===== config.mk =====
export PLATFORM = sky130hd
export DESIGN_NAME = dot_star_pattern_matcher
export DESIGN_NICKNAME = d
export VERILOG_FILES = /design/src/rtl/core/dsm_pkg.sv /design/src/rtl/core/dsm_token_store.sv /design/src/rtl/core/dsm_row_update.sv /design/src/rtl/core/dot_star_pattern_matcher.sv
export SDC_FILE = /design/constraint.sdc
export NUM_CORES = 1
export LEC_CHECK = 0
export ABC_AREA = 1
export BUFFER_PORTS_ARGS = -buffer_cell sky130_fd_sc_hd__buf_2
export CORE_ASPECT_RATIO = 1.1
export CORE_MARGIN = 2
export CORE_UTILIZATION = 40
export DETAILED_ROUTE_END_ITERATION = 10
export PLACE_DENSITY_LB_ADDON = 0.2
export SKIP_LAST_GASP = 1
export SYNTH_ARGS = -nofsm -noshare
export SYNTH_HDL_FRONTEND = slang
export SYNTH_SLANG_ARGS = --single-unit
export TNS_END_PERCENT = 10

===== constraint.sdc =====
create_clock -name clk -period 3.5 [get_ports clk]
set_input_delay 0.35 -clock clk [delete_from_list [all_inputs] [get_ports clk]]
set_output_delay 0.35 -clock clk [all_outputs]
set_load 0.01 [all_outputs]

===== src/rtl/core/dsm_pkg.sv =====
`default_nettype none

package dsm_pkg;

  localparam int SYMBOL_W = 8;
  localparam int INDEX_W  = 5;
  localparam int COUNT_W  = 6;

  // Item kind codes carried on the input channel.
  localparam logic KIND_TOKEN = 1'b0;
  localparam logic KIND_BYTE  = 1'b1;

  // One pattern token: literal byte, dot wildcard flag and star flag.
  typedef struct packed {
    logic                star;
    logic                any;
    logic [SYMBOL_W-1:0] literal;
  } token_t;

  // Token write request toward the token store.
  typedef struct packed {
    logic               en;
    logic [INDEX_W-1:0] idx;
    token_t             data;
  } tok_wr_t;

  // Per-byte control toward the row update logic.
  typedef struct packed {
    logic                in_string;
    logic [SYMBOL_W-1:0] symbol;
    logic [COUNT_W-1:0]  used;
  } row_ctl_t;

endpackage

`default_nettype wire


===== src/rtl/core/dsm_token_store.sv =====
`default_nettype none

module dsm_token_store #(
  parameter int MAX_TOKENS = 32
) (
  input  logic              clk,
  input  dsm_pkg::tok_wr_t  wr,
  output dsm_pkg::token_t   tokens [MAX_TOKENS]
);
  import dsm_pkg::*;

  // Only slots reachable by the index field hold storage.
  localparam int DEPTH = (MAX_TOKENS < (1 << INDEX_W)) ? MAX_TOKENS : (1 << INDEX_W);
  localparam int IDX_W = (DEPTH > 1) ? $clog2(DEPTH) : 1;

  token_t tok_r [DEPTH];

  always_ff @(posedge clk) begin
    if (wr.en && ({1'b0, wr.idx} < COUNT_W'(DEPTH))) begin
      tok_r[wr.idx[IDX_W-1:0]] <= wr.data;
    end
  end

  for (genvar k = 0; k < MAX_TOKENS; k++) begin : g_out
    if (k < DEPTH) begin : g_slot
      assign tokens[k] = tok_r[k];
    end else begin : g_none
      assign tokens[k] = '0;
    end
  end

endmodule

`default_nettype wire


===== src/rtl/core/dsm_row_update.sv =====
`default_nettype none

module dsm_row_update #(
  parameter int MAX_TOKENS = 32
) (
  input  dsm_pkg::token_t   tokens [MAX_TOKENS],
  input  dsm_pkg::row_ctl_t ctl,
  input  logic [MAX_TOKENS:0] old_row,
  output logic [MAX_TOKENS:0] new_row
);
  import dsm_pkg::*;

  // Lane k handles token k, which drives row position k+1.
  logic [MAX_TOKENS-1:0] en;
  logic [MAX_TOKENS-1:0] star_v;
  logic [MAX_TOKENS-1:0] hit;
  logic [MAX_TOKENS-1:0] gen;
  logic [MAX_TOKENS:0]   star_ext;
  logic [MAX_TOKENS:0]   star_inc;
  logic [MAX_TOKENS:0]   run;
  logic [MAX_TOKENS:0]   start_row;
  logic [MAX_TOKENS:0]   base_row;
  logic [MAX_TOKENS:0]   add_a;
  logic [MAX_TOKENS:0]   add_b;
  logic [MAX_TOKENS:0]   add_s;
  logic [MAX_TOKENS:0]   carry_in;

  always_comb begin
    for (int k = 0; k < MAX_TOKENS; k++) begin
      en[k]     = (COUNT_W'(k + 1) <= ctl.used);
      star_v[k] = en[k] & tokens[k].star;
      hit[k]    = en[k] & (tokens[k].any | (tokens[k].literal == ctl.symbol));
    end
  end

  // Star closure of position zero: the run of starred tokens from the
  // start of the pattern, isolated as the trailing ones of the star vector.
  assign star_ext  = {1'b0, star_v};
  assign star_inc  = star_ext + (MAX_TOKENS + 1)'(1);
  assign run       = star_ext & ~star_inc;
  assign start_row = {run[MAX_TOKENS-1:0], 1'b1};

  assign base_row = ctl.in_string ? old_row : start_row;

  always_comb begin
    for (int k = 0; k < MAX_TOKENS; k++) begin
      gen[k] = hit[k] & (star_v[k] ? base_row[k+1] : base_row[k]);
    end
  end

  // new[t] = gen[t] | star[t] & new[t-1] is a carry chain; an adder with
  // generate gen and propagate star resolves it in one pass.
  assign add_a    = {1'b0, gen | star_v};
  assign add_b    = {1'b0, gen};
  assign add_s    = add_a + add_b;
  assign carry_in = add_s ^ add_a ^ add_b;
  assign new_row  = {carry_in[MAX_TOKENS:1], 1'b0};

endmodule

`default_nettype wire


===== src/rtl/core/dot_star_pattern_matcher.sv =====
// Result path: a subject byte marked last goes from the input register to the result
// register, which drives out_valid; the edge that ends its cycle in the input register
// also loads the result register. The active-position row updates fully as a byte advances.
// Throughput: one transaction per cycle, unless a waiting result stalls a last byte.
// Reset (rst_n, synchronous, active low) clears the handshake state, token_count, the
// active-position row and the in-string flag; the token table is not cleared.
`default_nettype none

module dot_star_pattern_matcher #(
  parameter int MAX_TOKENS = 32
) (
  input  logic                         clk,
  input  logic                         rst_n,
  // Input channel: token writes and subject bytes.
  input  logic                         in_valid,
  output logic                         in_ready,
  input  logic                         in_kind,
  input  logic [dsm_pkg::INDEX_W-1:0]  in_token_index,
  input  logic [dsm_pkg::SYMBOL_W-1:0] in_symbol,
  input  logic                         in_token_any,
  input  logic                         in_token_star,
  input  logic                         in_last,
  // Result channel.
  output logic                         out_valid,
  input  logic                         out_ready,
  output logic                         out_matched,
  // Configuration: token_count.
  input  logic                         cfg_we,
  input  logic [dsm_pkg::COUNT_W-1:0]  cfg_wdata
);
  import dsm_pkg::*;

  localparam logic [COUNT_W-1:0] MAX_CNT = COUNT_W'(MAX_TOKENS);
  localparam int SEL_W = $clog2(MAX_TOKENS + 1);

  // Input register. Every transaction lands here first; from here it is
  // either applied to the token table or used to advance the row.
  logic                s1_valid_r;
  logic                s1_kind_r;
  logic [INDEX_W-1:0]  s1_idx_r;
  logic [SYMBOL_W-1:0] s1_symbol_r;
  logic                s1_any_r;
  logic                s1_star_r;
  logic                s1_last_r;

  // Matcher state.
  logic [COUNT_W-1:0]  count_r;
  logic [MAX_TOKENS:0] act_r;
  logic                in_string_r;

  // Result register.
  logic                out_valid_r;
  logic                out_matched_r;

  logic                s1_has_result;
  logic                advance;
  logic                byte_go;
  logic                result_go;
  logic [COUNT_W-1:0]  used;
  logic [MAX_TOKENS:0] new_row;
  logic                matched_nxt;
  tok_wr_t             tok_wr;
  row_ctl_t            row_ctl;
  token_t              tokens [MAX_TOKENS];

  // Only a last subject byte produces a result, so only such an item has to
  // wait for a free result register. Token writes and other bytes move on
  // even while a result is still waiting to be taken.
  assign s1_has_result = (s1_kind_r == KIND_BYTE) && s1_last_r;
  assign advance   = s1_valid_r && (!s1_has_result || !out_valid_r || out_ready);
  assign in_ready  = !s1_valid_r || advance;
  assign byte_go   = advance && (s1_kind_r == KIND_BYTE);
  assign result_go = byte_go && s1_last_r;

  // A count above capacity is used as the capacity.
  assign used = (count_r > MAX_CNT) ? MAX_CNT : count_r;

  assign tok_wr.en           = advance && (s1_kind_r == KIND_TOKEN);
  assign tok_wr.idx          = s1_idx_r;
  assign tok_wr.data.star    = s1_star_r;
  assign tok_wr.data.any     = s1_any_r;
  assign tok_wr.data.literal = s1_symbol_r;

  dsm_token_store #(
    .MAX_TOKENS (MAX_TOKENS)
  ) u_store (
    .clk    (clk),
    .wr     (tok_wr),
    .tokens (tokens)
  );

  assign row_ctl.in_string = in_string_r;
  assign row_ctl.symbol    = s1_symbol_r;
  assign row_ctl.used      = used;

  dsm_row_update #(
    .MAX_TOKENS (MAX_TOKENS)
  ) u_row (
    .tokens  (tokens),
    .ctl     (row_ctl),
    .old_row (act_r),
    .new_row (new_row)
  );

  // The whole string matches when the position past the last token is live.
  assign matched_nxt = new_row[used[SEL_W-1:0]];

  always_ff @(posedge clk) begin
    if (!rst_n) begin
      s1_valid_r  <= 1'b0;
      count_r     <= '0;
      act_r       <= '0;
      in_string_r <= 1'b0;
      out_valid_r <= 1'b0;
    end else begin
      if (cfg_we) begin
        count_r <= cfg_wdata;
      end
      if (in_ready) begin
        s1_valid_r <= in_valid;
      end
      if (byte_go) begin
        act_r       <= new_row;
        in_string_r <= !s1_last_r;
      end
      if (result_go) begin
        out_valid_r <= 1'b1;
      end else if (out_ready) begin
        out_valid_r <= 1'b0;
      end
    end
  end

  // Payload registers carry no reset.
  always_ff @(posedge clk) begin
    if (in_valid && in_ready) begin
      s1_kind_r   <= in_kind;
      s1_idx_r    <= in_token_index;
      s1_symbol_r <= in_symbol;
      s1_any_r    <= in_token_any;
      s1_star_r   <= in_token_star;
      s1_last_r   <= in_last;
    end
    if (result_go) begin
      out_matched_r <= matched_nxt;
    end
  end

  assign out_valid   = out_valid_r;
  assign out_matched = out_matched_r;

endmodule

`default_nettype wire


==> impl_metrics.tcl, run 1 <==
set metrics [dict create \
    async_flop_share 0 \
    total_power_mw 10.7 \
    finalHoldViolCount 0 \
    grt_pass1_vias 15400 \
    path_max_fanout 7 \
    synth_top_cell_area_share 0.524 \
    synthTopCellsByCount "nand2_1 (419), edfxtp_1 (338), inv_1 (216)" \
    yosysMostFrequentCell "nand2_1" \
    synth.distinct_cells 51 \
    grt_remaining_overflow 0 \
    cts_made_buffers 41 \
    clkTransAtPathRegs_ns 0.06 \
    p_leak_nw 10.8 \
    clk-insertion-delay-late_ns 0.59 \
    final_max_slew_viol_count 0 \
    core_area_um2 47800 \
    r2r-start "count_r[5]" \
    grt_setup_unrepaired "true" \
    htreeDepth 2 \
    layout_setup_ws_ns -0.0756 \
    via_per_inst 4.99 \
    clockBufferDepth 3 \
    stdcell_area_um2 26000 \
    tritoncts "done" \
    tightest_slew_ns 0.967 \
    critical_path_class "register to register" \
    rows 84 \
    ys.flop_type "edfxtp_1" \
    hp-class "primary input to register" \
    grt_use_total 0.241 \
    gp_congestion 0.957 \
    critPathArrivalTime_ns 3.89 \
    placed_area_um2 22900 \
    fmax_mhz 280 \
    synth.yosys.warnings 0 \
    cp_slowest_cell "dfxtp_4" \
    boundaryPins 31 \
    yosys.area.top_type "edfxtp_1" \
    min-delay-start "in_valid" \
    min_period_ns 3.58 \
    avgSynthCellArea_um2 9.68 \
    critPathMaxStageDelay_ns 0.41 \
    die_w_um 214 \
    drtAntennaViolNets 0 \
    die_y_um 235 \
    diodes 0 \
    p_per_area_nw_per_um2 411 \
    crit_path_frequent_cell "nand2_1" \
    die_area_um2 50200 \
    totalWireLength_um 60600 \
    start_kind "register" \
    fin_crit_sh 1.02 \
    vias 15600 \
    synth_cells 2000 \
    setup_viol 1 \
    cp.required_ns 3.82 \
    drt_pass1_iterations 5 \
    dp_hpwl_um 44900 \
    clockRootBuffer "clkbuf_16" \
    drc_errors 0 \
    grt_pass1_wl_um 90900 \
    fin_nets 2493 \
    areaGrowthSynthToFinish_pct 34.2 \
    clock_sinks 379 \
    antenna_found_initial 0 \
    peakVddDrop_v 0.000367 \
    synth_edf_count 338 \
    crit_start "count_r[5]" \
    initial_core_util 0.405 \
    drt_iter0_markers 1076 \
    syn_area_um2 19400 \
    skew_ns 0.0313 \
    worstSetupEndpointType "register" \
    seq_area_frac_synth 0.567 \
    synthTopCellsByArea "edfxtp_1 (52%), nand2_1 (8.1%), xor2_1 (6.3%), dfxtp_1 (4.2%), inv_1 (4.2%)" \
    portBuffers 30 \
    wl_per_cell_um 19.3 \
    ys_ff_latch 379 \
    relSlewSlack 0.355 \
    max_cap_viol_count 0 \
    synth_nets 2029 \
    n_fill_cell 4301 \
    grt_max_degree 35 \
    drive_above_1_share 0.327 \
    pre_cts_ws_ns -0.572 \
    outcome "complete, but fails checks" \
    violations "negative setup slack" \
    setup_tns_ns -0.0756 \
]
-- cells by family after synthesis --
kind of cell,after synthesis,share of synthesized area
AO/OA/AOI/OAI,209,0.0639
XOR/XNOR,221,0.100
adder cells (fa/ha/maj),1,0.000646
buffers and inverters,284,0.0593
flip-flops,379,0.567
AND/OR/NAND/NOR,906,0.210
-- final cells by class --
| type | instances | area, um^2 | area share |
|---|---|---|---|
| Clock buffer | 46 | 1070 | 0.0410 |
| Clock inverter | 26 | 273 | 0.0105 |
| Inverter | 229 | 870 | 0.0335 |
| Multi-Input combinational cell | 1337 | 8280 | 0.319 |
| Sequential cell | 379 | 11000 | 0.423 |
| Tap cell | 645 | 807 | 0.0311 |
| Timing Repair Buffer | 475 | 3690 | 0.142 |
| Timing Repair inverter | 1 | 6.26 | 0.000241 |
-- flip-flops by register name (all words and copies together), names as in the netlist, 5 cells and up --
| signal | cells |
|---|---|
| s1_symbol_r | 8 |
| count_r | 6 |
| s1_idx_r | 5 |
| act_r | 32 |
| u_store.tok_r | 320 |
-- critical path: cells and delay by family (launching register included) --
| kind | cells | cell delay [ns] |
|---|---|---|
| AOI/OAI and AO/OA | 3 | 0.44 |
| DFF | 1 | 0.41 |
| and+or+nand+nor | 17 | 1.76 |
| buffers and inverters | 5 | 0.70 |
-- metal layers --
| metal | routed length, um | vias up | track usage |
|---|---|---|---|
| met1 | 27200 | 7493 | 0.329 |
| met5 | 0 | - | 0 |
| met2 | 28600 | 371 | 0.390 |
| met3 | 2230 | 124 | 0.0270 |
| met4 | 2490 | 0 | 0.0983 |
| li1 | - | 7656 | - |
-- power breakdown --
part           internal (mW)  total [mW]  switching [mW]
clock                   2.50        4.35            1.85
sequential              4.97        5.01          0.0423
combinational          0.554        1.32           0.762
-- path summary, 6_finish.rpt --
path                            cells after the start  slack, ns           to
worst max-delay path                               25      -0.08  out_matched
worst min-delay path                                3       0.05   s1_valid_r
worst max register to register                     25      -0.08  out_matched
worst min register to register                      2       0.51    act_r[27]
-- stage by stage --
step | hold WS (ns) | cells | util
5_1_grt | 0.0396 | 3138 | 0.543
2_1_floorplan | 0.449 | 2000 | -
4_1_cts | 0.0235 | 3115 | 0.527
3_3_place_gp | 0.485 | 2996 | 0.479
3_5_place_dp | 0.495 | 2996 | 0.479
6_report | 0.0519 | 3138 | 0.543
-- layout by cell type, fill, tap and decap left out, types with 52 or more instances in the layout --
master / n
nor2_1: 147
xor2_1: 139
nand2_1: 355
inv_1: 208
edfxtp_1: 338
xnor2_1: 79
buf_4: 400
o21ai_0: 52
nand3_1: 85
nand2_2: 66
nand4_1: 57
-- repair_timing --
item	4_1_cts	5_1_grt
gates cloned	0	1
buffers inserted	30	23
hold endpoints to repair	17	0
gates resized for setup	149	157
endpoints found under the setup margin	12	12
pin swaps	62	76
hold buffers	17	0
Power figures use the tool's default switching activity.
==> run 2, diff against run 1 <==
Settings changed: CORE_UTILIZATION 40 to 36.
==> run 2 against run 1 <==
Against the previous run:
- the flow still finishes with violations (negative setup slack)
- wire length rose by 0.50%
- count of clock-buffer cells in the layout rose by 2
- via count rose by 0.63%
- combinational power barely moved
- sequential power barely moved
- register-to-register slack barely moved
- die area rose by 11%
- worst setup slack improved by 0.0066 ns
- clock power rose by 4%
- design area rose by 1.4%
- clock skew rose by 0.0046 ns
- sequential share of layout area fell by 0.57 points
- critical path type unchanged
==> impl_metrics.tcl, run 2 (synthesis gave the netlist of run 1 again) <==
set metrics [dict create \
    drt_pass1_iterations 7 \
    dp_hpwl_um 45300 \
    via_per_inst 4.92 \
    die_area_um2 55700 \
    rr_endpoint "out_matched" \
    critPathArrivalTime_ns 3.90 \
    top_usage_layer "met2" \
    p_int_mw 8.14 \
    tightest_slew_ns 1.02 \
    areaGrowthSynthToFinish_pct 36.1 \
    critPathMaxStageDelay_ns 0.42 \
    worstHoldEndpoint "count_r[0]" \
    grt_util_met3 0.0260 \
    start_kind "register" \
    die_y_um 247 \
    largest_register_ffs 320 \
    fmax_mhz 280 \
    clkTransAtPathRegs_ns 0.06 \
    grt_max_degree 36 \
    sw_frac_of_total 0.251 \
    comb_power_share 0.123 \
    htreeDepth 2 \
    r2r-start "count_r[5]" \
    hp-class "primary input to register" \
    final_max_slew_viol_count 0 \
    vias 15700 \
    setup_viol 2 \
    p_switching_mw 2.72 \
    outcome "complete, but fails checks" \
    violations "negative setup slack" \
    boundaryPins 31 \
    skew_ns 0.0359 \
    clockBufferDepth 3 \
    clock_sinks 379 \
    clock_power_share 0.415 \
    layout_common_cells "buf_4 (419), nand2_1 (339), edfxtp_1 (338)" \
    seq_power_share 0.462 \
    tritoncts "done" \
    critical_path_class "register to register" \
    antenna_found_initial 0 \
    reg2reg_setup_slack_ns -0.07 \
    grt_pass1_wl_um 92500 \
    core_area_um2 53500 \
    drc_errors 0 \
    p_per_area_nw_per_um2 412 \
    peakVddDrop_v 0.000362 \
    fin_nets 2513 \
    finalHoldViolCount 0 \
    r2r_cells 28 \
    p_leak_nw 11.0 \
    initial_core_util 0.362 \
    crit_path_frequent_cell "nand2_1" \
    worstSetupEndpointType "register" \
    drive_above_1_share 0.341 \
    fin_crit_sh 1.02 \
    pre_cts_ws_ns -0.539 \
    grtUsageMet2 0.366 \
    grt_setup_unrepaired "true" \
    grt.met1_usage 0.293 \
    relSlewSlack 0.322 \
    gp_congestion 0.968 \
    wl_per_cell_um 19.0 \
    grt_pass1_vias 15600 \
    cp.required_ns 3.83 \
    clockRootBuffer "clkbuf_16" \
    drtAntennaViolNets 0 \
    drt_iter0_markers 1102 \
    clk-insertion-delay-late_ns 0.60 \
    cts_made_buffers 42 \
    total_power_mw 10.9 \
    min_period_ns 3.57 \
    layout_setup_ws_ns -0.0690 \
    min-delay-start "cfg_wdata[0]" \
    cp_slowest_cell "dfxtp_4" \
    max_cap_viol_count 0 \
    die_w_um 225 \
    path_max_fanout 5 \
    grt_remaining_overflow 0 \
    hold_depth 3 \
    rows 89 \
    final_common_cell "buf_4" \
    diodes 0 \
    portBuffers 30 \
    totalWireLength_um 60900 \
    grt_use_total 0.220 \
]
## run 2: worst max-delay path, delay by kind of cell (launching register included)
family	cells	cell delay, ns
AOI/OAI and AO/OA	2	0.24
buffers and inverters	7	0.88
DFF	1	0.42
and+or+nand+nor	19	1.76
## run 2: per-stage QoR
stage	std cells	setup TNS, ns	util	hold slack [ns]	area, um^2
floorplan	2000	0	-	0.449	19400
global placement	3041	-2.03	0.431	0.492	23000
detailed placement	3041	-1.74	0.431	0.489	23000
CTS	3172	0	0.478	0.0931	25600
global route	3198	-0.774	0.493	0.139	26400
finish	3198	-0.0716	0.493	0.120	26400
## run 2: metal layers
metal	part of all wire	up-vias
li1	-	7689
met4	0.037	0
met1	0.46	7635
met5	0	-
met3	0.032	119
met2	0.47	300
## run 2: how the worst max path moves through the flow
stage	from	slack (ns)	to	depth (start not counted)
floorplan	s1_symbol_r[7]	0.14	out_matched	20
global placement	count_r[3]	-0.61	out_matched	28
detailed placement	count_r[3]	-0.54	out_matched	28
CTS	count_r[5]	0.001	out_matched	28
global route	count_r[3]	-0.26	out_matched	29
finish	count_r[5]	-0.07	out_matched	28
## run 2: final cells by class
class | instances | area, um^2
fillers | 5004 | 27100
flip-flops and latches | 379 | 11000
multi-input cells | 1337 | 8350
repair buffers | 494 | 3870
clock buffers | 48 | 1070
inverters | 229 | 880
well taps | 682 | 853
clock inverters | 28 | 323
repair inverters | 1 | 8.76
## run 2: timing repair
| item | 4_1_cts | 5_1_grt |
|---|---|---|
| setup endpoints to repair | 12 | 11 |
| hold endpoints to repair | 18 | 0 |
| hold buffers | 18 | 0 |
| pin swaps | 64 | 105 |
| setup buffers | 35 | 26 |
| gates cloned | 2 | 0 |
| gates resized for setup | 180 | 166 |
## run 2: power groups by stage
stage                     sequential (mW)  combinational, mW  clock, mW
after floorplan                      5.11              0.561          0
after global placement               5.10               1.15          0
after detailed placement             5.10               1.15          0
after CTS                            5.01               1.25       4.61
after global routing                 5.01               1.44       4.79
final                                5.01               1.34       4.51
